$ cat src/rtl/rlpf_pkg.sv
package rlpf_pkg;

   localparam int PORT_FRAC_BITS = 15;

   localparam logic [16:0] DAMP_MUL   = 17'h0E666;
   localparam logic [16:0] DAMP_UNITY = 17'd32768;

   localparam logic [15:0] FEED_GAIN_RESET = 16'd4096;
   localparam logic [15:0] DAMP_CODE_RESET = 16'd0;

   localparam logic [1:0] CSR_FEED_GAIN = 2'd0;
   localparam logic [1:0] CSR_DAMP_CODE = 2'd1;
   localparam logic [1:0] CSR_BOOST     = 2'd2;

   localparam logic signed [49:0] VEL_MAX = 50'sd2147483647;
   localparam logic signed [49:0] VEL_MIN = -50'sd2147483648;

   function automatic logic signed [31:0] sat32(input logic signed [49:0] v);
      logic signed [31:0] r;
      if (v > VEL_MAX) begin
         r = 32'sh7FFF_FFFF;
      end else if (v < VEL_MIN) begin
         r = 32'sh8000_0000;
      end else begin
         r = v[31:0];
      end
      return r;
   endfunction

endpackage

$ cat src/rtl/resonant_lowpass_filter.sv
// Two-pole resonant lowpass filter with a position and a velocity state. One
// 32 by 17 bit multiplier is shared under a small sequencer and is used three
// times per sample (feed gain, damping factor, damping), so req_tready stays low
// from each input transfer until the sequence is back in S_IDLE, and a new sample
// is taken only once the last is through. The result is registered in S_POS, after
// S_GAIN and S_VEL; if the previous result has not been taken, the sequencer waits for it.
// Ports use 1.0 = 32768, the internal state uses 1.0 = 2^STATE_FRAC_BITS.
module resonant_lowpass_filter #(
   parameter int STATE_FRAC_BITS = 20
) (
   input  logic        clock,
   input  logic        reset,
   input  logic        req_tvalid,
   output logic        req_tready,
   input  logic [31:0] req_tdata,   // sample [15:0], seed_sample [31:16]
   input  logic [1:0]  req_tuser,   // buffer_start [0], reseed [1]
   output logic        rsp_tvalid,
   input  logic        rsp_tready,
   output logic [23:0] rsp_tdata,   // filtered_sample [17:0], zero fill [23:18]
   input  logic        csr_valid,
   output logic        csr_ready,
   input  logic [1:0]  csr_addr,
   input  logic [15:0] csr_wdata
);

   localparam int PW = STATE_FRAC_BITS + 2;
   localparam int UP_SHIFT = STATE_FRAC_BITS - rlpf_pkg::PORT_FRAC_BITS;
   localparam logic signed [33:0] POS_ONE = 34'sd1 <<< STATE_FRAC_BITS;
   localparam logic signed [33:0] POS_NEG_ONE = -POS_ONE;

   localparam logic [2:0] S_IDLE = 3'd0;
   localparam logic [2:0] S_GAIN = 3'd1;
   localparam logic [2:0] S_VEL  = 3'd2;
   localparam logic [2:0] S_POS  = 3'd3;
   localparam logic [2:0] S_DFAC = 3'd4;
   localparam logic [2:0] S_DMUL = 3'd5;
   localparam logic [2:0] S_DAMP = 3'd6;

   logic [2:0] state_ff, state_in;
   logic [15:0] feed_gain_ff, damp_code_ff;
   logic boost_ff;
   logic signed [PW-1:0] pos_ff, pos_in;
   logic signed [31:0] vel_ff, vel_in;
   logic signed [PW-1:0] x_ff, x_in;
   logic signed [48:0] prod_ff, prod_in;
   logic rsp_valid_ff, rsp_valid_in;
   logic [17:0] rsp_data_ff, rsp_data_in;

   logic req_xfer, slot_free;
   logic signed [PW-1:0] sample_up, seed_up, sample_q, seed_q, diff;
   logic signed [16:0] code_diff;
   logic signed [15:0] dfac;
   logic signed [31:0] mul_a;
   logic signed [16:0] mul_b;
   logic signed [48:0] mul_p;
   logic signed [49:0] vel_sum;
   logic signed [33:0] pos_sum, pos_clamp;
   logic signed [16:0] y_port;

   assign req_tready = (state_ff == S_IDLE);
   assign req_xfer   = req_tvalid && req_tready;
   assign slot_free  = !rsp_valid_ff || rsp_tready;
   assign csr_ready  = 1'b1;
   assign rsp_tvalid = rsp_valid_ff;
   assign rsp_tdata  = {6'd0, rsp_data_ff};

   assign sample_up = PW'($signed(req_tdata[15:0])) <<< UP_SHIFT;
   assign seed_up   = PW'($signed(req_tdata[31:16])) <<< UP_SHIFT;
   assign sample_q  = sample_up >>> 2;
   assign seed_q    = seed_up >>> 2;
   assign diff      = x_ff - pos_ff;
   assign code_diff = $signed(rlpf_pkg::DAMP_UNITY - {1'b0, damp_code_ff});
   assign dfac      = $signed(prod_ff[31:16]);

   always_comb begin
      mul_a = 32'(diff);
      mul_b = $signed({1'b0, feed_gain_ff});
      case (state_ff)
         S_DFAC: begin
            mul_a = 32'(code_diff);
            mul_b = $signed(rlpf_pkg::DAMP_MUL);
         end
         S_DMUL: begin
            mul_a = vel_ff;
            mul_b = 17'(dfac);
         end
         default: begin
            mul_a = 32'(diff);
            mul_b = $signed({1'b0, feed_gain_ff});
         end
      endcase
   end

   assign mul_p   = 49'(mul_a) * 49'(mul_b);
   assign vel_sum = 50'(vel_ff) + 50'(prod_ff >>> 12);
   assign pos_sum = 34'(pos_ff) + 34'(vel_ff);

   always_comb begin
      if (pos_sum > POS_ONE) begin
         pos_clamp = POS_ONE;
      end else if (pos_sum < POS_NEG_ONE) begin
         pos_clamp = POS_NEG_ONE;
      end else begin
         pos_clamp = pos_sum;
      end
   end

   assign y_port = 17'(pos_clamp >>> UP_SHIFT);

   always_comb begin
      state_in     = state_ff;
      pos_in       = pos_ff;
      vel_in       = vel_ff;
      x_in         = x_ff;
      prod_in      = prod_ff;
      rsp_valid_in = rsp_valid_ff && !rsp_tready;
      rsp_data_in  = rsp_data_ff;
      unique case (state_ff)
         S_IDLE: begin
            if (req_xfer) begin
               x_in = sample_q;
               if (req_tuser[0]) begin
                  vel_in = '0;
               end
               if (req_tuser[1]) begin
                  pos_in = seed_q;
               end
               state_in = S_GAIN;
            end
         end
         S_GAIN: begin
            prod_in  = mul_p;
            state_in = S_VEL;
         end
         S_VEL: begin
            vel_in   = rlpf_pkg::sat32(vel_sum);
            state_in = S_POS;
         end
         S_POS: begin
            if (slot_free) begin
               pos_in       = PW'(pos_clamp);
               rsp_valid_in = 1'b1;
               rsp_data_in  = boost_ff ? (18'(y_port) <<< 1) : 18'(y_port);
               state_in     = S_DFAC;
            end
         end
         S_DFAC: begin
            prod_in  = mul_p;
            state_in = S_DMUL;
         end
         S_DMUL: begin
            prod_in  = mul_p;
            state_in = S_DAMP;
         end
         S_DAMP: begin
            vel_in   = rlpf_pkg::sat32(50'(prod_ff >>> 15));
            state_in = S_IDLE;
         end
         default: begin
            state_in = S_IDLE;
         end
      endcase
   end

   always_ff @(posedge clock) begin
      if (reset) begin
         state_ff     <= S_IDLE;
         pos_ff       <= '0;
         vel_ff       <= '0;
         rsp_valid_ff <= 1'b0;
         feed_gain_ff <= rlpf_pkg::FEED_GAIN_RESET;
         damp_code_ff <= rlpf_pkg::DAMP_CODE_RESET;
         boost_ff     <= 1'b0;
      end else begin
         state_ff     <= state_in;
         pos_ff       <= pos_in;
         vel_ff       <= vel_in;
         rsp_valid_ff <= rsp_valid_in;
         if (csr_valid && csr_ready) begin
            unique case (csr_addr)
               rlpf_pkg::CSR_FEED_GAIN: feed_gain_ff <= csr_wdata;
               rlpf_pkg::CSR_DAMP_CODE: damp_code_ff <= csr_wdata;
               rlpf_pkg::CSR_BOOST:     boost_ff     <= csr_wdata[0];
               default: ;
            endcase
         end
      end
   end

   always_ff @(posedge clock) begin
      x_ff        <= x_in;
      prod_ff     <= prod_in;
      rsp_data_ff <= rsp_data_in;
   end

   a_pos_bounded: assert property (@(posedge clock) disable iff (reset)
      (34'(pos_ff) <= POS_ONE) && (34'(pos_ff) >= POS_NEG_ONE))
      else $error("Position left the range of plus or minus one.");

   a_accept_starts: assert property (@(posedge clock) disable iff (reset)
      req_xfer |=> (state_ff == S_GAIN))
      else $error("An input transfer did not start the sequence.");

   a_pos_waits: assert property (@(posedge clock) disable iff (reset)
      (state_ff == S_POS && rsp_valid_ff && !rsp_tready) |=> (state_ff == S_POS))
      else $error("The sequencer overwrote a result that was not taken.");

   a_rsp_from_pos: assert property (@(posedge clock) disable iff (reset)
      $rose(rsp_valid_ff) |-> ($past(state_ff) == S_POS))
      else $error("A result appeared outside the output step.");

endmodule

$ cat config.mk
export PLATFORM = sky130hd
export DESIGN_NAME = resonant_lowpass_filter
export DESIGN_NICKNAME = d
export VERILOG_FILES = /design/src/rtl/rlpf_pkg.sv /design/src/rtl/resonant_lowpass_filter.sv
export SDC_FILE = /design/constraint.sdc
export NUM_CORES = 2
export LEC_CHECK = 0
export CAP_MARGIN = 0
export CORE_ASPECT_RATIO = 1.75
export CORE_MARGIN = 8
export CORE_UTILIZATION = 40
export CTS_BUF_LIST = sky130_fd_sc_hd__clkbuf_4 sky130_fd_sc_hd__clkbuf_8 sky130_fd_sc_hd__clkbuf_16
export DETAILED_ROUTE_END_ITERATION = 8
export DONT_BUFFER_PORTS = 1
export GPL_TIMING_DRIVEN = 0
export HOLD_SLACK_MARGIN = 0.12
export SLEW_MARGIN = 20
export SYNTH_ARGS = -nofsm -noshare
export SYNTH_HDL_FRONTEND = slang
export SYNTH_SLANG_ARGS = --single-unit
$ cat constraint.sdc
create_clock -name clock -period 10.8 [get_ports clock]
set_clock_uncertainty 0.05 [all_clocks]
set_input_delay 0 -clock clock [delete_from_list [all_inputs] [get_ports clock]]
set_output_delay 0 -clock clock [all_outputs]
set_load 0.01 [all_outputs]
==> impl_results.md <==
* Overall routing resource usage at 29.4%
* Number of nets with antenna violations after routing at 0
* NumNets Final at 4,566
* Register area share after synthesis at 12.6%
* Crit. End Element: register
* Slew @ Worst Pin at 1.18 ns
* Pre-CTS WS at -0.705 ns
* Highest cell delay on the worst timing path at 0.68 ns
* TritonCTS clock tree: built
* Maximum resistive drop on vdd at 0.000150 V
* Vert. Die Dim at 386 µm
* Count of input and output buffers at 0
* DR vias at 28,224
* Maximum achievable frequency at 95.1 MHz
* Tmin final at 10.51 ns
* Crit path setup slack, layout at 0.286 ns
* Commonest non-fill, non-tap cell in the layout: sky130_fd_sc_hd__inv_1
* Critical setup path kind: reg -> reg
* Worst skew pair latency at 0.51 ns
* Maximum number of pins on one net before global-route repair at 22
* Area added between synthesis and finish at 9.69%
* TritonCTS buffer count at 17
* Die Outline Area at 87,700 µm²
* Number of warning messages in the yosys log at 0
* Clock net sink count at 162
* Largest delay share family, worst path: adder cells
* Setup_tns at 0 ns
* DRC viols at 0
* Boundary pin count at 84
* Proportion of layout cells with a drive suffix above 1 at 4.05%
* Final hold violations at 0
* Max capacitance violation total at 0
* Share of the clock period used by the worst path after layout at 97.4%
* Yosys cell types at 93
* Async SR Flop Fraction at 0%
* Total length of routed wires at 127,000 µm
* Via count of the first global-routing pass at 30,018
* End of the worst register-to-register path: prod_ff[42]$_DFFE_PP_
* Row cnt at 135
* Startpoint type of the worst setup path: register
* Cell depth of the worst setup path at 28
* Global-route wire length before repair at 187,000 µm
* Setup slack, reg-to-reg at 0.29 ns
* Arrival time of the worst setup path at 10.78 ns
* Number of levels the H-tree was split into at 4
* Primary flip-flop cell chosen by synthesis mapping: sky130_fd_sc_hd__dfxtp_1
* Effective utilization at floorplan at 40.4%
* Final number of max-transition violations at 0
* DP HPWL at 106,000 µm
* Clock tree root driver cell: sky130_fd_sc_hd__clkbuf_16
* Post-synth EDFFs at 71
* Critical path capture point: prod_ff[42]$_DFFE_PP_
* Outcome: complete, no violations
* Slowest library cell on the worst path: sky130_fd_sc_hd__clkbuf_1
* Most used cell along the critical path: sky130_fd_sc_hd__fa_1
* DRT iter0 DRCs at 2,385
* R2R cell count at 28
* Tightest slew margin relative to the limit at 21.5%
* Synth top area cells: sky130_fd_sc_hd__fa_1, sky130_fd_sc_hd__ha_1, sky130_fd_sc_hd__inv_1
* Summed instance area of the synthesized netlist at 31,300 µm²
* Average routed wire per standard cell at 26.2 µm
* Most frequent cells in the layout: sky130_fd_sc_hd__inv_1, sky130_fd_sc_hd__fa_1, sky130_fd_sc_hd__nand2_1, sky130_fd_sc_hd__a21oi_1, sky130_fd_sc_hd__nor2_1
* Library cell with the largest summed area after synthesis: sky130_fd_sc_hd__fa_1
* Clock edge transition at the registers on the reported setup and hold paths at 0.09 ns
* Startpoint of the lowest-slack register-to-register path: state_ff[1]$_SDFFE_PP0P_
* Number of antenna violations at the first check in global routing at 11
* Final-report setup violation count at 0
* Number of cells produced by synthesis at 3,674
* Leakage dissipation at 15.6 nW
* Flip-flop and latch count after synthesis at 162
* Power per standard cell area at 186 nW/µm²
* Routed via count divided by cell count at 5.84
* X dimension of the die at 227 µm
* Maximum net fanout on the critical path at 10
* Area of the core region at 77,400 µm²
* Detailed-router iteration count before antenna repair at 7
* Number of buffer and inverter instances along the worst setup path at 8
* Bufs on Longest Clock Path at 2
* Setup crit start: state_ff[1]$_SDFFE_PP0P_
* Required arrival time at the worst endpoint at 11.07 ns
* Overflow after GRT at 0
* Yosys top cell area share at 33.5%
* Class of the most critical hold timing path: in -> reg
* Synthesized area divided by synthesized cell count at 8.51 µm²
* Gpl congestion at 1.04
## where the power goes
part           total, mW  internal, mW  switching [mW]
clock              0.687         0.356           0.331
combinational       4.62          1.70            2.92
sequential          1.06         0.870           0.194
total               6.37          2.93            3.45
## area by class of cell
cell class                      count  area, µm²
Clock buffer                       17        425
Inverter                          623       2340
Multi-Input combinational cell   2695      24300
Clock inverter                     15        208
Sequential cell                   162       3950
Tap cell                         1027       1280
Fill cell                        7939      43100
Timing Repair Buffer               90        911
Buffer                            198        833
Antenna cell                       10       25.0
## what timing repair did
action | in CTS | in global routing
gates resized for setup | 12 | 23
buffers inserted | 0 | 1
hold buffers | 82 | 0
hold endpoints to repair | 74 | 0
endpoints found under the setup margin | 15 | 15
pin swaps | 0 | 1
## cell families (layout without fill, tap and decap cells)
| logic type | after synthesis | after routing | share of synthesized area (%) |
|---|---|---|---|
| muxes | 13 | 13 | 0.428 |
| adders and majority gates | 722 | 722 | 41.4 |
| xor gates and xnor gates | 122 | 122 | 3.42 |
| other | 2 | 17 | 0.0240 |
| DFF | 162 | 162 | 12.6 |
| AOI/OAI and AO/OA | 867 | 867 | 17.7 |
| buffers and inverters | 822 | 943 | 10.1 |
| and+or+nand+nor | 964 | 964 | 14.2 |
## state kept, by name, indices dropped and copies added, names as in the netlist
name	cells
prod_ff	37
vel_ff	32
pos_ff	22
rsp_data_ff	18
damp_code_ff	16
feed_gain_ff	16
x_ff	16
state_ff	3
boost_ff	1
rsp_tvalid	1
## worst min path at each step
stage / start / end / slack (ns) / cells past startpoint
finish: req_tdata[5] / x_ff[8]$_DFFE_PP_ / 0.13 / 1
global route: req_tdata[5] / x_ff[8]$_DFFE_PP_ / 0.13 / 1
CTS: req_tdata[5] / x_ff[8]$_DFFE_PP_ / 0.12 / 1
detailed placement: req_tdata[12] / x_ff[15]$_DFFE_PP_ / 0.05 / 0
global placement: req_tdata[13] / x_ff[16]$_DFFE_PP_ / 0.05 / 0
floorplan: req_tdata[7] / x_ff[10]$_DFFE_PP_ / 0.05 / 0
## synthesized netlist by cell type (20+ instances only)
library cell,number
sky130_fd_sc_hd__inv_1,623
sky130_fd_sc_hd__a31oi_1,23
sky130_fd_sc_hd__o21bai_1,31
sky130_fd_sc_hd__clkbuf_1,164
sky130_fd_sc_hd__a21oi_1,265
sky130_fd_sc_hd__nand4_1,23
sky130_fd_sc_hd__fa_1,523
sky130_fd_sc_hd__o21ai_0,195
sky130_fd_sc_hd__xnor2_1,72
sky130_fd_sc_hd__nand2b_1,29
sky130_fd_sc_hd__o21ai_1,27
sky130_fd_sc_hd__nor2b_1,29
sky130_fd_sc_hd__edfxtp_1,71
sky130_fd_sc_hd__nand2_1,424
sky130_fd_sc_hd__o21a_1,21
sky130_fd_sc_hd__and3_1,29
sky130_fd_sc_hd__nand3_1,48
sky130_fd_sc_hd__nor2_1,218
sky130_fd_sc_hd__ha_1,199
sky130_fd_sc_hd__a211oi_1,20
sky130_fd_sc_hd__o211ai_1,27
sky130_fd_sc_hd__and2_1,37
sky130_fd_sc_hd__dfxtp_1,91
sky130_fd_sc_hd__nor3_1,34
sky130_fd_sc_hd__a21o_1,69
sky130_fd_sc_hd__xor2_1,50
## metal layers
metal | up-vias | share of wire (%) | GRT usage (%)
met1 | 13887 | 33 | 30.0
met5 | - | 0.043 | 0
met4 | 8 | 10 | 24.9
li1 | 12298 | - | -
met3 | 553 | 6.8 | 4.85
met2 | 1478 | 50 | 51.5
## stage by stage
stage | hold WS (ns) | power, mW | util [%] | cell area, µm² | std cells
final | 0.130 | 6.37 | 44.3 | 34300 | 4837
after global routing | 0.126 | 6.87 | 44.3 | 34300 | 4830
after CTS | 0.122 | 6.24 | 44.2 | 34200 | 4826
after detailed placement | 0.0490 | 5.49 | 42.3 | 32700 | 4712
after global placement | 0.0490 | 5.44 | 42.1 | 32600 | 4706
after floorplan | 0.0489 | 4.06 | - | 31300 | 3679
Power figures use the tool's default switching activity.
